--- config.mk ---
export PLATFORM = sky130hd
export DESIGN_NAME = dpr_chan
export DESIGN_NICKNAME = d
export VERILOG_FILES = /design/src/rtl/dpr_pkg.sv /design/src/rtl/dpr_chan.sv
export SDC_FILE = /design/constraint.sdc
export NUM_CORES = 1
export LEC_CHECK = 0
export ABC_AREA = 1
export BUFFER_PORTS_ARGS = -buffer_cell sky130_fd_sc_hd__buf_2
export CAP_MARGIN = 30
export CORE_ASPECT_RATIO = 0.5
export CORE_UTILIZATION = 25
export CTS_CLUSTER_DIAMETER = 80
export DETAILED_ROUTE_END_ITERATION = 10
export PLACE_DENSITY = 0.44
export SLEW_MARGIN = 20
export SYNTH_ARGS = -nofsm -noshare
export SYNTH_HDL_FRONTEND = slang
export SYNTH_SLANG_ARGS = --single-unit
--- constraint.sdc ---
create_clock -name clk -period 3.58 [get_ports clk]
set_input_delay 0.179 -clock clk [delete_from_list [all_inputs] [get_ports clk]]
set_output_delay 0.179 -clock clk [all_outputs]
set_load 0.05 [all_outputs]
--- src/rtl/dpr_pkg.sv ---
// dpr_pkg: shared types, register indexes and helper functions for dib_pixel_to_rgba.
// No dependencies.
package dpr_pkg;

  localparam int unsigned CfgW = 32;
  localparam int unsigned IdxW = 3;
  // Number of quotient bits; the scaled field never divides to more than 255.
  localparam int unsigned QBits = 8;

  typedef enum logic [IdxW-1:0] {
    REG_PIXEL_MODE  = 3'd0,
    REG_RED_MASK    = 3'd1,
    REG_GREEN_MASK  = 3'd2,
    REG_BLUE_MASK   = 3'd3,
    REG_ALPHA_MASK  = 3'd4,
    REG_PREMULTIPLY = 3'd5
  } reg_idx_t;

  typedef enum logic [1:0] {
    MODE_BGR24    = 2'd0,
    MODE_BGRX32   = 2'd1,
    MODE_BITFIELD = 2'd2,
    MODE_RSVD     = 2'd3
  } pix_mode_t;

  // Per-channel mask, already shifted down past its trailing zeros.
  typedef struct packed {
    logic [31:0] m;
    logic [4:0]  s;
    logic        nz;
  } chan_cfg_t;

  typedef struct packed {
    pix_mode_t mode;
    chan_cfg_t red;
    chan_cfg_t green;
    chan_cfg_t blue;
    chan_cfg_t alpha;
    logic      premul;
  } cfg_t;

  function automatic logic [4:0] ctz32(input logic [31:0] v);
    logic [4:0] r;
    r = 5'd0;
    for (int i = 31; i >= 0; i--) begin
      if (v[i]) r = 5'(i);
    end
    return r;
  endfunction

  function automatic chan_cfg_t mask_prep(input logic [31:0] mask);
    chan_cfg_t c;
    c.s  = ctz32(mask);
    c.m  = mask >> c.s;
    c.nz = (mask != 32'd0);
    return c;
  endfunction

  // round(c*a/255) input already holds c*a+127; exact for v below 65280.
  function automatic logic [7:0] div255(input logic [15:0] v);
    logic [16:0] t;
    t = {1'b0, v} + 17'd1;
    t = t + (t >> 8);
    return t[15:8];
  endfunction

endpackage

--- src/rtl/dpr_chan.sv ---
// dpr_chan: one channel: field extract and scale by 255, then one quotient bit per stage.
// Depends on dpr_pkg. Every register advances only while en is high.
module dpr_chan (
  input  logic                       clk,
  input  logic                       en,
  input  logic [31:0]                word,
  input  dpr_pkg::chan_cfg_t         cc,
  output logic [dpr_pkg::QBits-1:0]  q
);

  localparam int unsigned N = dpr_pkg::QBits;

  logic [31:0] rem  [N+1];
  logic [N-1:0] quo [N+1];
  logic [31:0] field;

  assign field = (word >> cc.s) & cc.m;

  always_ff @(posedge clk) begin
    if (en) begin
      rem[0] <= (field << 8) - field;   // x*255, wraps at 32 bits
      quo[0] <= '0;
    end
  end

  for (genvar k = 0; k < N; k++) begin : g_step
    localparam int unsigned B = N - 1 - k;
    logic [39:0] dsh;
    logic        ge;
    assign dsh = {8'd0, cc.m} << B;
    assign ge  = ({8'd0, rem[k]} >= dsh);
    always_ff @(posedge clk) begin
      if (en) begin
        rem[k+1] <= ge ? 32'(({8'd0, rem[k]} - dsh)) : rem[k];
        quo[k+1] <= quo[k] | (ge ? (N'(1) << B) : N'(0));
      end
    end
  end

  assign q = cc.nz ? quo[N] : '0;

endmodule

Yosys cells after proc, flatten, opt, wreduce, memory -nomap -nowiden

Memory sizes are Yosys's and may differ from the RTL's.
Index checks and enable logic that the tools add are counted.

Shift operators: 1
$add $sub $neg: 9
Bitwise logic cells: 9
Muxes and demuxes: 19
Order comparisons: 8

Operators with widths:

| kind                                             | count |
|---|---|
| 32-bit subtractor                                | 9 |
| 32-bit 2-to-1 mux                                | 8 |
| 32-bit by 39-bit >= comparator with 1-bit output | 1 |
| 32-bit by 38-bit >= comparator with 1-bit output | 1 |
| 32-bit by 37-bit >= comparator with 1-bit output | 1 |
| 32-bit by 36-bit >= comparator with 1-bit output | 1 |
| 32-bit by 35-bit >= comparator with 1-bit output | 1 |
| 32-bit by 34-bit >= comparator with 1-bit output | 1 |
| 32-bit by 33-bit >= comparator with 1-bit output | 1 |
| 32-bit bitwise AND                               | 1 |
| 32-bit >= comparator                             | 1 |
| 32-bit by 5-bit right shift with 32-bit output   | 1 |
| 8-bit 2-to-1 mux                                 | 2 |
| 8-bit by 1-bit bitwise OR with 8-bit output      | 1 |
| 8-bit by 2-bit bitwise OR with 8-bit output      | 1 |
| 8-bit by 3-bit bitwise OR with 8-bit output      | 1 |
| 8-bit by 4-bit bitwise OR with 8-bit output      | 1 |
| 8-bit by 5-bit bitwise OR with 8-bit output      | 1 |
| 8-bit by 6-bit bitwise OR with 8-bit output      | 1 |
| 8-bit by 7-bit bitwise OR with 8-bit output      | 1 |
| 8-bit bitwise OR                                 | 1 |
| 7-bit 2-to-1 mux                                 | 1 |
| 6-bit 2-to-1 mux                                 | 1 |
| 5-bit 2-to-1 mux                                 | 1 |
| 4 further kinds                                  | 6 |

Memories kept: 2
Bits in registers: 0
Memory bits (writable): 360
Input port bits: 72

Memory list:

| name | depth | bits a word | read ports | clocked after Yosys merged registers in | wr ports | line           | RTL |
|---|---|---|---|---|---|---|---|
| rem  | 9     | 32          | 8          | 0                                       | 9        | dpr_chan.sv:13 | `logic [31:0] rem [N+1];` |
| quo  | 9     | 8           | 9          | 0                                       | 9        | dpr_chan.sv:14 | `logic [N-1:0] quo [N+1];` |

Logic depth before layout (Yosys ltp)

An unclocked memory read counts as a cell.

Depth after elaboration: 4
Mapped depth: 23
Depth with buffers taken out: 23

Worst setup path before layout

Ideal clock, no wire load.

Path type: reg2reg
Start: memory rem[4][3] (netlist: rem[0][131])
End: memory rem[5][12] (netlist: rem[0][172]) (data pin)
Path slack: 0.915 ns
Setup time: 0.264 ns
Data arrival time: 2.401 ns
Buffers on the path: 1
Data required time: 3.316 ns
Period minus slack after synthesis: 2.665 ns
Stages on the path, launching flop included: 17
Cells stage by stage: edfxtp_1 inv_1 ha_1 fa_1 nor2_1 nor2_1 o21ai_1 nand3_1 nand3_1 nand3_1 nand2_1 nand4_1 nand2_1 inv_2 clkbuf_1 nand2_1 o21ai_0

RTL lines:

| element         | line |
|---|---|
| start, declared | dpr_chan.sv:13 |

==> results.py <==
metrics = {
    "yosys": {
        "synthArstFlopShare": 0,
        "yosysTopAreaCellShare": 0.350,
        "postSynthAreaPerCell_sq_um": 7.67,
        "synth_top_cell_by_area": "edfxtp_1",
        "synth_edf_count": 292,
        "dominantRegCellSynth": "edfxtp_1",
        "synth_mux_area_frac": 0.000449,
        "syn_nets": 3587,
        "synth_compound_area_frac": 0.152,
        "seq_area_frac_synth": 0.350,
        "synth_top_family_by_area": "simple AND/OR/NAND/NOR gates",
        "synth_seq_cells": 292,
        "synth_cells": 3268,
        "yosysWarnings": 0,
        "synth_area_sq_um": 25100,
        "synthTopCellsByArea": "edfxtp_1 35%, ha_1 12%, nand2_1 12%",
        "synth_fa_ha_area_frac": 0.125,
        "synth_cell_type_count": 57,
        "synth-simple-area-share": 0.250,
        "synth_xor_area_frac": 0.0632,
    },
    "route": {
        "viasPerCell": 4.84,
        "routed_wirelength_microns": 90900,
        "post_drt_wl_per_cell_microns": 19.0,
        "drt-initial-drc-count": 1774,
        "postRouteAntennaNets": 0,
        "post-route-drc-count": 0,
        "dr.pass1.iters": 6,
        "vias": 23200,
    },
    "timing": {
        "max_freq_mhz": 315,
        "rsz0062_at_grt": "false",
        "period_share": 0.888,
        "hold_viol": 0,
        "skew_ns": 0.0276,
        "max-slew-margin-rel": 0.390,
        "fin_setup_tns_ns": 0,
        "drv_slew": 0,
        "worst_pin_slew_ns": 0.914,
        "setup_violations": 0,
        "period_needed_ns": 3.18,
        "holdWs_ns": 0.0743,
    },
    "global_routing": {
        "track_usage": 0.177,
        "grt_pass1_vias": 22500,
        "overflow": 0,
        "grt_first_pass_wirelength_microns": 138000,
        "grt_max_degree": 71,
        "grt_antenna_before_repair": 4,
    },
    "setup_path": {
        "crit_top_cell": "o21ai_1",
        "r2r_slack_ns": 0.40,
        "cp_top_family": "compound AO/OA/AOI/OAI gates",
        "end_kind": "register",
        "cp-start-kind": "register",
        "path_class": "reg2reg",
        "cpMaxStageDelayCell": "fa_1",
        "cp.arrival_ns": 3.48,
        "r2r_cells": 15,
        "r2r-start": "rem[0][162]$_DFFE_PP_",
        "cp_cell_sequence": "inv_1 > ha_1 > fa_1 > o21ai_1 > a21oi_1 > o21ai_1 > a21boi_1 > o21ai_1 > nand3_1 > nand3_1 > inv_1 > buf_12 > buf_4 > nand2_1 > o21ai_0",
        "worstPathRequired_ns": 3.88,
        "critical-path-max-stage-delay_ns": 0.43,
        "r2r-end": "rem[0][216]$_DFFE_PP_",
        "cp_max_fo": 40,
        "cp_num_buf_inv": 4,
    },
    "worst_hold_path": {
        "hold_path_depth": 1,
        "min_to": "rem[0][19]$_DFFE_PP_",
        "hold_start": "en",
        "hold_class": "in2reg",
    },
    "clock_network": {
        "root_buffer": "clkbuf_16",
        "ctsHoldBuffers": 0,
        "clkTransAtPathRegs_ns": 0.06,
        "cts-htree-levels": 2,
        "cts_num_sinks": 292,
        "numCtsBuffers": 37,
        "clockBufferDepth": 3,
        "post_cts_resized": 0,
        "cts_setup_buffers": 0,
        "clk_latency_ns": 0.57,
        "cts_tree": "done",
    },
    "layout": {
        "fill_cells": 10700,
        "nNetsFinal": 3756,
        "drive_gt1_frac": 0.0892,
        "syn2layout_area_growth_pct": 16.2,
        "antenna_cells": 0,
    },
    "die": {
        "core_area_sq_um": 98500,
        "die_area_sq_um": 102000,
        "dieWidth_microns": 450,
        "die_y_microns": 226,
        "initial_core_util": 0.255,
        "fp-row-count": 81,
        "io_pins": 80,
    },
    "power": {
        "p_int_w": 0.00828,
        "p_sw_w": 0.00481,
        "p_comb_frac": 0.359,
        "pwr-share-clk": 0.295,
        "cellPowerDensity_nw_per_um2": 449,
        "swShare": 0.367,
        "p_seq_frac": 0.346,
        "vdd_drop_max_uv": 384,
        "p_leak_nw": 13.1,
        "finalPower_w": 0.0131,
    },
    "placed_design": {
        "dpl.hpwl_microns": 74300,
        "numPortBuffers": 79,
        "routabilityCongestion": 0.918,
    },
    "run": {
        "maxCapViolCount": 0,
    },
    "status": {
        "status": "completed",
    },
}
[layout by cell type (no fill, tap or decap), drive strengths merged, types with 4 or more instances in the layout]
cell type	count
a211oi	9
a21boi	9
a21o	20
a21oi	319
a31oi	28
buf	198
bufinv	4
clkbuf	46
clkinv	16
edfxtp	292
fa	7
ha	240
inv	316
nand2	797
nand3	271
nand4	51
nor2	261
nor3	45
nor4	22
o211ai	9
o21a	19
o21ai	243
o21bai	13
o221ai	5
o31ai	6
or2	17
xnor2	103
xor2	78
[synthesized netlist by cell type (all sizes together) (7+ instances only)]
cell type	count
a211oi	9
buf	35
clkbuf	33
a21oi	319
xnor2	103
o21bai	13
o21ai	243
fa	7
xor2	78
nand3	271
o211ai	9
nand2	797
nor3	45
or2	17
nor4	22
a21o	20
ha	240
a21boi	9
a31oi	28
o21a	19
nor2	261
nand4	51
edfxtp	292
inv	314
[cell families (layout without fill, tap and decap cells)]
family	after synthesis	count (layout)
compound gates	692	692
xor+xnor	181	181
fa+ha+maj	247	247
buf+inv	383	580
flops	292	292
mux	1	1
simple gates	1472	1472
[per-stage QoR]
stage                     utilization  instances  setup WS, ns  instance area (sq um)
after global placement          0.283       4726         0.159                  27900
after CTS                       0.296       4793         0.395                  29100
after floorplan                     -       3268         0.915                  25100
final                           0.296       4793         0.401                  29100
after detailed placement        0.283       4726         0.175                  27900
after global routing            0.296       4793        0.0808                  29100
[how the worst max path moves through the flow]
stage / from / to / slack (ns) / depth (start not counted)
2_1_floorplan: rem[0][131]$_DFFE_PP_ / rem[0][172]$_DFFE_PP_ / 0.92 / 16
4_1_cts: rem[0][162]$_DFFE_PP_ / rem[0][216]$_DFFE_PP_ / 0.39 / 15
3_5_place_dp: cc[1] / rem[0][27]$_DFFE_PP_ / 0.18 / 21
3_3_place_gp: cc[7] / rem[0][213]$_DFFE_PP_ / 0.16 / 13
6_report: rem[0][162]$_DFFE_PP_ / rem[0][216]$_DFFE_PP_ / 0.40 / 15
5_1_grt: rem[0][162]$_DFFE_PP_ / rem[0][216]$_DFFE_PP_ / 0.08 / 15
[sequential cells by signal, summed over array words and instances, names as in the netlist]
register,cells
rem,256
quo,36
[metal layers]
layer	vias up	wire, microns	GRT usage
met5	-	0	0
met4	0	2360	0.0488
met3	85	3390	0.0168
met2	492	40300	0.291
met1	10900	44800	0.248
li1	11700	-	-
[power by group through the flow]
stage,logic [W],clock network [W],registers [W]
after floorplan,0.00331,0,0.00446
after global placement,0.00468,0,0.00460
after detailed placement,0.00467,0,0.00461
after CTS,0.00470,0.00398,0.00454
after global routing,0.00531,0.00408,0.00456
final,0.00470,0.00386,0.00453
[final cells by class]
cell class | instances | area [sq um] | share of cell area
sequential | 292 | 8770 | 0.301
clock inverter | 21 | 203 | 0.00696
timing repair buffer | 198 | 1500 | 0.0515
inverter | 315 | 1180 | 0.0406
tap | 1328 | 1660 | 0.0570
clock buffer | 46 | 1000 | 0.0344
multi-input combinational | 2593 | 14800 | 0.509
Note: power is estimated with default switching activity, not from simulation.
