--- src/rtl/dpr_pkg.sv ---
// dpr_pkg: shared types, register indexes and helper functions for dib_pixel_to_rgba.
// No dependencies.
package dpr_pkg;

  localparam int unsigned CfgW = 32;
  localparam int unsigned IdxW = 3;
  // Number of quotient bits; the scaled field never divides to more than 255.
  localparam int unsigned QBits = 8;

  typedef enum logic [IdxW-1:0] {
    REG_PIXEL_MODE  = 3'd0,
    REG_RED_MASK    = 3'd1,
    REG_GREEN_MASK  = 3'd2,
    REG_BLUE_MASK   = 3'd3,
    REG_ALPHA_MASK  = 3'd4,
    REG_PREMULTIPLY = 3'd5
  } reg_idx_t;

  typedef enum logic [1:0] {
    MODE_BGR24    = 2'd0,
    MODE_BGRX32   = 2'd1,
    MODE_BITFIELD = 2'd2,
    MODE_RSVD     = 2'd3
  } pix_mode_t;

  // Per-channel mask, already shifted down past its trailing zeros.
  typedef struct packed {
    logic [31:0] m;
    logic [4:0]  s;
    logic        nz;
  } chan_cfg_t;

  typedef struct packed {
    pix_mode_t mode;
    chan_cfg_t red;
    chan_cfg_t green;
    chan_cfg_t blue;
    chan_cfg_t alpha;
    logic      premul;
  } cfg_t;

  function automatic logic [4:0] ctz32(input logic [31:0] v);
    logic [4:0] r;
    r = 5'd0;
    for (int i = 31; i >= 0; i--) begin
      if (v[i]) r = 5'(i);
    end
    return r;
  endfunction

  function automatic chan_cfg_t mask_prep(input logic [31:0] mask);
    chan_cfg_t c;
    c.s  = ctz32(mask);
    c.m  = mask >> c.s;
    c.nz = (mask != 32'd0);
    return c;
  endfunction

  // round(c*a/255) input already holds c*a+127; exact for v below 65280.
  function automatic logic [7:0] div255(input logic [15:0] v);
    logic [16:0] t;
    t = {1'b0, v} + 17'd1;
    t = t + (t >> 8);
    return t[15:8];
  endfunction

endpackage

--- src/rtl/dpr_cfg.sv ---
// dpr_cfg: configuration registers; masks are normalized when written.
// Depends on dpr_pkg.
module dpr_cfg (
  input  logic                         clk,
  input  logic                         rst,
  input  logic                         cfg_we,
  input  logic [dpr_pkg::IdxW-1:0]     cfg_index,
  input  logic [dpr_pkg::CfgW-1:0]     cfg_data,
  output dpr_pkg::cfg_t                cfg
);

  always_ff @(posedge clk) begin
    if (rst) begin
      cfg <= '0;
    end else if (cfg_we) begin
      case (dpr_pkg::reg_idx_t'(cfg_index))
        dpr_pkg::REG_PIXEL_MODE:  cfg.mode   <= dpr_pkg::pix_mode_t'(cfg_data[1:0]);
        dpr_pkg::REG_RED_MASK:    cfg.red    <= dpr_pkg::mask_prep(cfg_data);
        dpr_pkg::REG_GREEN_MASK:  cfg.green  <= dpr_pkg::mask_prep(cfg_data);
        dpr_pkg::REG_BLUE_MASK:   cfg.blue   <= dpr_pkg::mask_prep(cfg_data);
        dpr_pkg::REG_ALPHA_MASK:  cfg.alpha  <= dpr_pkg::mask_prep(cfg_data);
        dpr_pkg::REG_PREMULTIPLY: cfg.premul <= cfg_data[0];
        default: ;
      endcase
    end
  end

endmodule

--- config.mk ---
export PLATFORM = sky130hd
export DESIGN_NAME = dpr_cfg
export DESIGN_NICKNAME = d
export VERILOG_FILES = /design/src/rtl/dpr_pkg.sv /design/src/rtl/dpr_cfg.sv
export SDC_FILE = /design/constraint.sdc
export NUM_CORES = 1
export LEC_CHECK = 0
export BUFFER_PORTS_ARGS = -buffer_cell sky130_fd_sc_hd__buf_4
export CAP_MARGIN = 20
export CORE_ASPECT_RATIO = 0.75
export CORE_UTILIZATION = 40
export DETAILED_ROUTE_END_ITERATION = 12
export HOLD_SLACK_MARGIN = 0.03
export PLACE_DENSITY = 0.65
export SLEW_MARGIN = 10
export SYNTH_ARGS = -nofsm -noshare
export SYNTH_HDL_FRONTEND = slang
export SYNTH_SLANG_ARGS = --single-unit
export TNS_END_PERCENT = 10
--- constraint.sdc ---
create_clock -name clk -period 4 [get_ports clk]
set_input_delay 0.6 -clock clk [delete_from_list [all_inputs] [get_ports clk]]
set_output_delay 0.6 -clock clk [all_outputs]
set_load 0.02 [all_outputs]
; ---- Word level (Yosys, flattened, before mapping)
; Index checks and enable logic that the tools add are counted.
; W data, S select, Z words.
[op_classes]
n_addsub = 0
multipliers = 0
div = 0
n_lt_le_gt_ge = 0
eq_ne = 5
shift = 4
muxes = 44
bitwise_logic = 0
n_reduce_logical = 8
[ops]
columns = op, n
row1 = $mux W5, 44
row2 = $shr A32 B5 Y32, 4
row3 = $reduce_bool A32 Y1, 1
row4 = $reduce_and A2 Y1, 6
row5 = $eq A3 B2 Y1 const B, 2
row6 = $eq A3 B3 Y1 const B, 2
row7 = $eq A3 B1 Y1 const B, 1
row8 = $logic_not A3 Y1, 1
[word_totals]
register_bits = 155
latch_bits = 0
mem_bits_rw = 0
rom_bits = 0
inputBits = 38
output_inout_bits = 155
word_cells = 75
n_memories = 0

; ---- Depth between registers and ports, before layout
; Gate-level depths: netlist (run 1).
[depth]
word_depth = 36
ltp_mapped = 12

; ---- Worst setup path after synthesis (run 1)
; No wires, ideal clock.
[synth_path]
path_type = in2reg
start = in cfg_data[15] (netlist bit)
end = reg cfg[84] (netlist bit)
setup_ns = 0.142
arrival_ns = 3.160
required_time_ns = 3.858
path_slack_ns = 0.698
stages = 10
n_path_buf = 3
path_cell_list = buf_2 > or3_1 > a2111o_1 > o211ai_2 > buf_6 > buf_8 > mux2i_1 > mux2i_4 > a222oi_1 > a211oi_1
[synth_between]
elab_chain_cells = 20
[synth_lines]
columns = element, line
row1 = from (decl), dpr_cfg.sv:8  ; input logic [dpr_pkg::CfgW-1:0] cfg_data,
row2 = $mux W5 (2 in a row), -
row3 = $mux W5, dpr_pkg.sv:46  ; if (v[i]) r = 5'(i);
row4 = $mux W5 (11 in a row), -
row5 = $mux W5, dpr_pkg.sv:46
row6 = $mux W5, -
row7 = $mux W5, dpr_cfg.sv:16  ; case (dpr_pkg::reg_idx_t'(cfg_index))
row8 = $mux W5, dpr_cfg.sv:15  ; end else if (cfg_we) begin
row9 = $mux W5, dpr_cfg.sv:13  ; if (rst) begin
row10 = $shr A32 B5 Y32 (*), dpr_pkg.sv:54  ; c.m = mask >> c.s;
row11 = to (decl), dpr_cfg.sv:9  ; output dpr_pkg::cfg_t cfg
; Every way passes the cells marked *; elsewhere a longest branch is shown, timed or not. The select of a mux whose other input is x is not followed.
; A chain may end at the register's enable or synchronous reset.

; ---- Worst setup path after layout (run 1)
[layout_path]
start = in cfg_data[1] (netlist bit)
end = reg cfg[52] (netlist bit)
[layout_between]
elab_chain_cells = 6
[layout_lines]
columns = element, line
row1 = $mux W5 (2 in a row), -
row2 = $mux W5, dpr_cfg.sv:16
row3 = $mux W5, dpr_cfg.sv:15
row4 = $mux W5, dpr_cfg.sv:13
row5 = $shr A32 B5 Y32 (*), dpr_pkg.sv:54
; Marked as above.

==> results.md, run 1 <==
* Drt drc at 0
* Status: completed
* Slew HR at 36.0%
* GR Util All Layers at between 20% and 30%
* DRT Pass-1 Iters at 5
* Synth Register Bits at between 150 and 200
* Met2 Usage GRT at 43.7%
* Total number of vias at roughly 8300
* Setup CP Type: primary input to register
* Final Critical Period at 3290 ps
* P_sw at ~1.2 mW
* Warnings, synthesis at 0
* Final Setup Violations at 0
* Post-synth cell types at roughly 70
* TritonCTS clock tree: done
* Final GP Congestion at 0.977
* Number of max-cap violations at 0
* Gate Count Post-Synth at between 900 and 1000
* Cell Pwr Density at between 300 and 400 nW/um^2
* Mapped Nets at ~1000
* Sequential-to-total area share from yosys stat at between 30% and 40%
* IO buf count at between 150 and 200
* Drt wl/cell at ~21 um
* Hold Fails Final Rpt at 0
* Largest register FFs at around 160
* Hpwl dp at 21.4 mm
* Pins Over Slew Limit at 0
* Die Y at 124 um
* Max VDD drop at approximately 0.00022 V
* RSZ-0062 raised after global routing: false
* FFs w/ async S/R, synth at 0%
* Max FO, Critical Path at 24
* Worst endpoint required time at 4270 ps
* Hold Crit Start: cfg[82]$_SDFFE_PP0P_
* R2R Path End: cfg[19]$_SDFFE_PP0P_
* Crit end category: register
* CTS root buf: clkbuf_16
* Number of global-route vias before repair at ~7700
* # diodes at 0
* Final Instance Area at 10500 sq um
* Die area at 20300 sq um
* Avg Cell Area, Syn at about 8.2 sq um
* Kind of start point of the critical path: primary input
* Setup TNS at 0 ps
* Post-CTS Resized at 0
* Clk pwr share at approximately two fifths
* Final net count at ~1200
* CTS buffer count at 17
* Worst-Margin Slew at between 900 and 1000 ps
* RR Startpoint: cfg[19]$_SDFFE_PP0P_
* Routing usage on met3 at about a tenth
* Area of the core at 19300 sq um
* Area grow syn2layout at 33.0%
* Hold depth at 2
* FF-to-FF setup slack at just over 3000 ps
* Worst-path clk slew at ~70 ps
* Combinational share of power at roughly a fifth
* Largest Register: cfg
* Fraction of layout cells with a size suffix above 1 at between 20% and 30%
* Tot Pwr at about 4.0 mW
* Commonest cells after routing, fill and taps aside: 253 x buf_4, 155 x dfxtp_1, 142 x nor2_1
* Via density at about 5.8
* Hold endpoint: cfg[82]$_SDFFE_PP0P_
* Max Freq at roughly 300 MHz
* Post-synth EDFFs at 0
* # Post-CTS Setup Buffers at 0
* M1 GR Usage at between 30% and 40%
* Routed Antenna Nets at 0
* Layout filler cell count at 1800
* Sequential share of power at about two fifths
* Sw frac at a little under a third
* Hold Buf Count CTS at 0
* Final period util at 82.3%
* Largest net degree at the start of global routing at between 90 and 100
* Pint at roughly 2.7 mW
* Dpl cell area at slightly below 10000 sq um
* Top Usage Layer GRT: met2
* Final WL at approximately 30 mm
* Initial core utilization at slightly above 40%
* Clock latency on the worst-skew pair at 430 ps
* First-pass GRT wire length at ~45 mm
* Initial antenna violation count at 0
* Die X at ~160 um
* FF-to-FF path depth at 2
* I/O pin total at 193
* CTS Buffer Depth at 2
* # clock sinks at 155
* GRT overflow at 0
* Mapped Area at 7900 sq um
* Leakage power at between 4 and 5 nW
* DR iter-0 viols at a little over 800
* Arr. time, crit path at about 3600 ps
* Top flop regs: cfg x155
* H-Tree Depth at 4
* Worst Clk Skew at 0 ps
* Commonest non-fill, non-tap cell in the layout: buf_4
* Hold Path Class: register to register
* # rows at 44
* Most used DFF post-synth: dfxtp_1
-- synth_stat cells, types with 3 or more instances --
| master | instances | area share, % |
|---|---|---|
| or3_1 | 7 | 0.55 |
| or2_2 | 3 | 0.24 |
| o31ai_1 | 7 | 0.67 |
| nor2b_1 | 6 | 0.48 |
| clkbuf_1 | 67 | 3.2 |
| a21boi_0 | 6 | 0.57 |
| a21o_1 | 4 | 0.38 |
| nand3_1 | 30 | 1.9 |
| a21oi_1 | 75 | 4.8 |
| o2111ai_1 | 4 | 0.44 |
| a221oi_1 | 7 | 0.78 |
| buf_2 | 6 | 0.38 |
| nor2_1 | 144 | 6.8 |
| a22oi_2 | 4 | 0.63 |
| inv_1 | 8 | 0.38 |
| o211ai_1 | 11 | 1.0 |
| o22ai_1 | 7 | 0.55 |
| o21a_1 | 20 | 1.9 |
| nor3b_1 | 3 | 0.29 |
| dfxtp_1 | 155 | 39 |
| nor3_1 | 6 | 0.38 |
| and3_1 | 6 | 0.48 |
| nand3b_1 | 12 | 1.1 |
| nand2_1 | 131 | 6.2 |
| a311oi_1 | 8 | 0.89 |
| or4_1 | 8 | 0.76 |
| a22oi_1 | 25 | 2.4 |
| a221o_1 | 4 | 0.51 |
| nand2b_1 | 3 | 0.24 |
| and2_1 | 5 | 0.40 |
| mux2i_1 | 25 | 3.2 |
| buf_6 | 4 | 0.57 |
| a211o_1 | 3 | 0.33 |
| nor4_1 | 5 | 0.40 |
| a2111oi_0 | 4 | 0.44 |
| a211oi_1 | 59 | 5.6 |
| mux4_2 | 5 | 1.4 |
| o21ai_1 | 4 | 0.25 |
| a31oi_1 | 3 | 0.24 |
| o41ai_1 | 4 | 0.44 |
| a32o_1 | 3 | 0.38 |
| o21ai_0 | 17 | 1.1 |
| mux2_2 | 13 | 1.9 |
-- layer usage --
layer | wire [um] | part of all wire, %
met1 | 13400 | 45
met2 | 12600 | 43
met3 | 3080 | 10
met4 | 456 | 1.5
met5 | 0 | 0
-- worst max-delay path, stage by stage --
cell,delay [ps]
buf_4,130
nor2b_4,130
or3_1,360
a2111o_1,440
o211ai_2,240
buf_12,210
mux4_2,550
nor2_1,90
o21ai_0,160
buf_4,180
a22oi_2,320
a211oi_1,140
-- per-stage QoR --
step | util [%] | hold slack, ps | setup slack [ps] | instances
finish | 54.3 | 459 | 710 | 1429
global route | 54.3 | 479 | 540 | 1429
CTS | 54.3 | 458 | 768 | 1429
detailed placement | 51.2 | 451 | 330 | 1397
global placement | 51.2 | 442 | 348 | 1397
floorplan | - | 533 | 698 | 967
-- power by group through the flow --
stage               Clock [mW]  Combinational [mW]  Sequential, mW
finish                    1.60               0.755            1.61
global route              1.68               0.805            1.62
CTS                       1.62               0.743            1.61
detailed placement           0               0.739            1.65
global placement             0               0.739            1.65
floorplan                    0               0.368            1.69
-- worst max-delay path by stage --
stage / cells past startpoint / to / from
4_1_cts: 11 / cfg[65]$_SDFFE_PP0P_ / cfg_data[1]
3_5_place_dp: 11 / cfg[141]$_SDFFE_PP0P_ / cfg_data[1]
6_report: 12 / cfg[52]$_SDFFE_PP0P_ / cfg_data[1]
3_3_place_gp: 12 / cfg[52]$_SDFFE_PP0P_ / cfg_data[1]
2_1_floorplan: 10 / cfg[84]$_SDFFE_PP0P_ / cfg_data[15]
5_1_grt: 12 / cfg[49]$_SDFFE_PP0P_ / cfg_data[11]
-- area by class of cell --
type	instances	area, sq um	share of cell area, %
Multi-Input combinational cell	722	4430	42.2
Sequential cell	155	3100	29.6
Timing Repair Buffer	259	2020	19.2
Clock buffer	17	425	4.05
Tap cell	253	317	3.02
Clock inverter	15	173	1.64
Inverter	8	30.0	0.286
-- cells by family (layout without fill, tap and decap cells) --
| logic type | count (synthesis) | in the layout | synth area share [%] |
|---|---|---|---|
| flip-flops | 155 | 155 | 39.3 |
| buffers and inverters | 90 | 299 | 4.99 |
| AO/OA/AOI/OAI | 303 | 303 | 27.7 |
| multiplexers | 45 | 45 | 7.07 |
| AND/OR/NAND/NOR | 374 | 374 | 20.9 |
Note: power is estimated with default switching activity, not from simulation.
==> run 2: changes to the inputs <==
clock period = 3.35 ns   (was 4 ns; I/O delays follow)
==> run 2 against run 1 <==
  * The flow now finishes with violations (negative setup slack)
  * Sequential cell count unchanged
  * Total power up 23%
  * Register-to-register slack worse by 620 ps
  * Die area unchanged
  * Critical path depth unchanged
  * Final area up 6.7%
  * Combinational power up 34%
  * Via count up 5.2%
  * Setup slack worse by 730 ps
  * Non-clock buffer count up 84
  * Critical path type unchanged
  * Largest cell class unchanged
==> results.md, run 2 (same netlist as run 1, synthesis figures left out) <==
* Status: finished, violations left
* Failing checks: negative setup slack
* I/O pin total at roughly 190
* Slowest CP cell: a222oi_1
* Cell Count, Final, Fillers Out at about 1500
* Final period util at 101%
* Initial antenna violation count at 0
* Storage cell area at ~3100 sq um
* Die X at about 160 um
* DRT Pass-1 Iters at 6
* Area of the core at 19300 sq um
* Die Y at about 120 um
* Top delay family on crit path: compound AO/OA/AOI/OAI gates
* GR Util All Layers at 29.8%
* Number of global-route vias before repair at ~8000
* GRT overflow at 0
* Most common cell on crit path: buf_4
* # diodes at 0
* Area grow syn2layout at 41.9%
* Routed Antenna Nets at 0
* Worst-Margin Slew at 872 ps
* Worst endpoint required time at approximately 3600 ps
* Hold Path Class: primary input to register
* First-pass GRT wire length at roughly 46 mm
* # clock sinks at 155
* Max Freq at 296 MHz
* Hold Fails Final Rpt at 0
* RSZ-0062 raised after global routing: false
* Max VDD drop at between 0.0002 and 0.0003 V
* CTS Buffer Depth at 2
* CTS root buf: clkbuf_16
* Layout filler cell count at 1800
* CTS buffer count at 17
* Placed cells at about 1500
* Final Setup Violations at 2
* Largest register FFs at around 160
* Top flop regs: cfg x155
* Leakage power at ~4.6 nW
* DR iter-0 viols at approximately 770
* Slew HR at a little over two fifths
* Worst path bufs/invs at 4
* Worst-path clk slew at around 70 ps
* Drt wl/cell at roughly 20 um
* Kind of start point of the critical path: primary input
* Drt drc at 0
* Largest net degree at the start of global routing at between 70 and 80
* Setup CP Type: primary input to register
* Hold Buf Count CTS at 0
* Slowest cell delay on critical path at ~690 ps
* IO buf count at ~190
* Cell Pwr Density at between 400 and 500 nW/um^2
* Area of the multi-input gates at 4520 sq um
* Commonest cells after routing, fill and taps aside: 336 x buf_4, 155 x dfxtp_1, 141 x nor2_1
* Final WL at 30.4 mm
* H-Tree Depth at 4
* Via density at 5.75
* Crit end category: register
* Total number of vias at around 8700
* Final worst slack at -25.0 ps
* Number of max-cap violations at 0
* # rows at 44
* Worst Clk Skew at 0 ps
* Pins Over Slew Limit at 0
* Fraction of layout cells with a size suffix above 1 at 34.4%
* Hpwl dp at ~23 mm
* Arr. time, crit path at 3650 ps
* Final Critical Period at approximately 3400 ps
* Largest Register: cfg
* Die area at around 20000 sq um
* Util after Layout at between 50 and 60%
* Worst-path cell chain: buf_4, buf_4, o31a_1, o21ai_1, o21ai_2, buf_4, a22oi_1, mux2i_1, mux2_2, a222oi_1, buf_4, a211oi_1
* Max FO, Critical Path at 8
* TritonCTS clock tree: done
* Final net count at roughly 1300
* Commonest non-fill, non-tap cell in the layout: buf_4
* Initial core utilization at 40.9%
* Final GP Congestion at 1.02
* WHS at 402 ps
* Clock latency on the worst-skew pair at ~430 ps
run 2: cell types whose count changed in the layout (fill, tap and decap cells not counted), moves of 3 or more:
cell,change
inv_6,+5
buf_4,+83
inv_8,-4
clkinv_8,-4
clkbuf_8,+3
run 2: worst reg2reg max path, stage by stage, from the launching register on:
cell       delay, ps
dfxtp_1          330
nor2_1            50
a2111oi_0        400
run 2: layer usage:
layer	vias to the layer above	wire length [um]	GRT usage, %	part of all wire, %
li1	4111	-	-	-
met1	4115	13800	41.4	45
met2	430	12600	43.8	42
met3	40	3590	10.2	12
met4	0	369	7.87	1.2
met5	-	0	0	0
run 2: where the power goes:
group	leakage (nW)	switching [mW]	total (mW)	internal (mW)
clock	0.291	0.826	1.93	1.10
sequential	1.26	0.0309	1.92	1.89
combinational	3.02	0.582	1.01	0.427
run 2: path summary, 6_finish.rpt:
kind              slack (ps)                    end             startpoint  cells past startpoint
setup / recovery         -20   cfg[46]$_SDFFE_PP0P_           cfg_data[15]                     12
hold / removal           400    cfg[0]$_SDFFE_PP0P_           cfg_index[0]                      3
setup reg to reg        2440   cfg[19]$_SDFFE_PP0P_   cfg[19]$_SDFFE_PP0P_                      2
hold reg to reg          450  cfg[118]$_SDFFE_PP0P_  cfg[118]$_SDFFE_PP0P_                      2
run 2: through the flow:
step                instance area [sq um]  setup slack [ps]  setup TNS, ps  total power, mW
finish                              11200             -25.0          -27.3             4.86
global route                        11200             0.675              0             5.03
CTS                                 11100              88.4              0             4.85
detailed placement                  10500              -347          -5840             2.93
global placement                    10500              -417          -3900             2.94
floorplan                            7900               145              0             2.46
run 2: final cells by class:
cell class	instances	share of cell area, %
repair buffers	343	23.6
clock buffers	20	4.17
flip-flops and latches	155	27.7
inverters	8	0.268
multi-input cells	722	40.3
well taps	253	2.83
clock inverters	12	1.11
run 2: timing repair:
| action | 4_1_cts | 5_1_grt |
|---|---|---|
| buffers inserted | 0 | 3 |
| resized for setup | 0 | 25 |
| setup endpoints to repair | 0 | 4 |
==> run 3: changes to the inputs <==
PLACE_DENSITY = 0.64   (was 0.65)
==> run 3 against run 2 <==
  * Clock skew is the same
  * Count of clock-buffer cells in the layout shrank 3
  * Final area shrank 0.77%
  * Routed wire length shrank 2.4%
  * Largest cell class unchanged
  * The flow finishes with violations (design-rule violations)
  * Combinational power is essentially flat
  * Sequential power is essentially flat
  * Largest power group unchanged
  * Setup slack gained 120 ps
  * Worst hold slack gained 12 ps
  * First-iteration DRC count shrank 0.65%
  * Critical endpoint unchanged
  * Core utilization shrank 0.45 points
  * Register-to-register slack gained 30 ps
==> results.md, run 3 (same netlist as run 1, synthesis figures left out) <==
* Number of global-route vias before repair at 7728
* Hold depth at 3
* I/O pin total at approximately 190
* Sequential share of power at around 39%
* FF-to-FF setup slack at 2470 ps
* Final period util at 97.2%
* CTS Buffer Depth at 2
* GR Util All Layers at about 29%
* Setup CP Type: primary input to register
* Fraction of layout cells with a size suffix above 1 at 32.7%
* Hpwl dp at 22.0 mm
* CTS root buf: clkbuf_16
* Total number of vias at about 8500
* Clock latency on the worst-skew pair at ~420 ps
* Status: finished, violations left
* # diodes at 0
* R2R Path End: cfg[57]$_SDFFE_PP0P_
* Worst Clk Skew at 0 ps
* Via density at ~5.7
* H-Tree Depth at 4
* Final GP Congestion at around 0.97
* Slew HR at a little over two fifths
* Commonest cells after routing, fill and taps aside: 332 x buf_4, 155 x dfxtp_1, 142 x nor2_1
* Combinational share of power at 20.0%
* Hold Crit Start: cfg_index[0]
* Sw frac at between 30% and 40%
* Final net count at between 1000 and 1500
* Crit path from: cfg_data[1]
* # rows at 44
* CTS buffer count at 17
* Hold Path Class: primary input to register
* Largest register FFs at roughly 160
* TritonCTS clock tree: done
* Top flop regs: cfg x155
* # clock sinks at 155
* Area of the core at about 19000 sq um
* Initial antenna violation count at 0
* Max FO, Critical Path at 7
* First-pass GRT wire length at between 40 and 50 mm
* Leakage power at 4.57 nW
* Die area at between 20000 and 25000 sq um
* Failing checks: design-rule violations
* Drt wl/cell at about 20 um
* Die Y at between 100 and 150 um
* Dpl cell area at 10500 sq um
* Largest net degree at the start of global routing at between 60 and 70
* Hold Buf Count CTS at 0
* Pint at between 3 and 4 mW
* Crit end category: register
* Placed cells at about 1500
* DRT Pass-1 Iters at 9
* Hold endpoint: cfg[0]$_SDFFE_PP0P_
* Setup TNS at 0 ps
* Util after Layout at 57.5%
* Cell Count, Final, Fillers Out at 1508
* Hold Fails Final Rpt at 0
* Kind of start point of the critical path: primary input
* Worst-path clk slew at approximately 70 ps
* Die X at about 160 um
* GRT overflow at 0
* Worst endpoint required time at 3630 ps
* Number of max-cap violations at 0
* Area grow syn2layout at 40.8%
* RSZ-0062 raised after global routing: false
* Arr. time, crit path at about 3500 ps
* P_sw at 1.52 mW
* Commonest non-fill, non-tap cell in the layout: buf_4
* FF-to-FF path depth at 2
* Final Setup Violations at 0
* Drt drc at 1
* Max VDD drop at approximately 0.00029 V
* Routed Antenna Nets at 0
* Initial core utilization at approximately 41%
* Cell Pwr Density at ~440 nW/um^2
* Worst-Margin Slew at 856 ps
* Final WL at 29.6 mm
* Clk pwr share at between 40% and 50%
* Largest Register: cfg
* IO buf count at 192
* Max Freq at a little over 300 MHz
* Final Critical Period at between 3000 and 4000 ps
* Pins Over Slew Limit at 0
* DR iter-0 viols at 769
* RR Startpoint: cfg[57]$_SDFFE_PP0P_
* Final Instance Area at 11100 sq um
[run 3: cell count changes in the layout (fill, tap and decap cells not counted), moves of 3 or more]
cell      delta
buf_4        -4
inv_6        -3
clkbuf_8     -3
inv_8        +3
clkinv_8     +4
[run 3: stage by stage]
| step | power (mW) | worst slack, ps | hold slack [ps] |
|---|---|---|---|
| 6_report | 4.90 | 95.0 | 414 |
| 5_1_grt | 5.06 | 30.4 | 431 |
| 4_1_cts | 4.90 | 146 | 411 |
| 3_5_place_dp | 2.92 | -275 | 448 |
| 3_3_place_gp | 2.92 | -313 | 443 |
| 2_1_floorplan | 2.46 | 145 | 533 |
[run 3: how the worst max path moves through the flow]
stage                           end  slack [ps]  depth (start not counted)
3_5_place_dp   cfg[46]$_SDFFE_PP0P_        -280                         13
2_1_floorplan  cfg[84]$_SDFFE_PP0P_         150                         10
4_1_cts        cfg[46]$_SDFFE_PP0P_         150                         13
5_1_grt        cfg[46]$_SDFFE_PP0P_          30                         13
6_report       cfg[46]$_SDFFE_PP0P_          90                         13
3_3_place_gp   cfg[46]$_SDFFE_PP0P_        -310                         13
[run 3: worst max-delay path, cell delays in order]
cell	delay, ps
buf_4	110
nor2b_4	120
or3_1	360
a2111o_1	390
o211a_1	270
buf_4	180
buf_4	160
a221oi_1	220
a21oi_1	120
mux2_2	310
a222oi_1	460
buf_4	250
a211oi_1	70
[run 3: cell type report]
class,instances,area [sq um]
Timing Repair Buffer,338,2610
Fill cell,1812,8210
Tap cell,253,317
Multi-Input combinational cell,722,4440
Clock buffer,17,425
Clock inverter,15,193
Inverter,8,30.0
Sequential cell,155,3100
[run 3: power by group through the flow]
| stage | Clock [mW] | Combinational (mW) | Sequential, mW |
|---|---|---|---|
| floorplan | 0 | 0.439 | 2.02 |
| global placement | 0 | 0.958 | 1.96 |
| detailed placement | 0 | 0.957 | 1.96 |
| CTS | 2.02 | 0.963 | 1.92 |
| global route | 2.09 | 1.04 | 1.93 |
| finish | 2.00 | 0.979 | 1.92 |
[run 3: timing repair]
| action | 4_1_cts | 5_1_grt |
|---|---|---|
| resized for setup | 0 | 2 |
| endpoints found under the setup margin | 0 | 11 |
| setup buffers | 0 | 0 |
[run 3: metal layers]
metal  vias to the layer above  part of all wire (%)  track usage, %
met3                        31                    10            9.42
met2                       366                    42            42.6
met5                         -                     0               0
met4                         0                   1.3            6.83
li1                       4088                     -               -
met1                      4047                    46            40.8
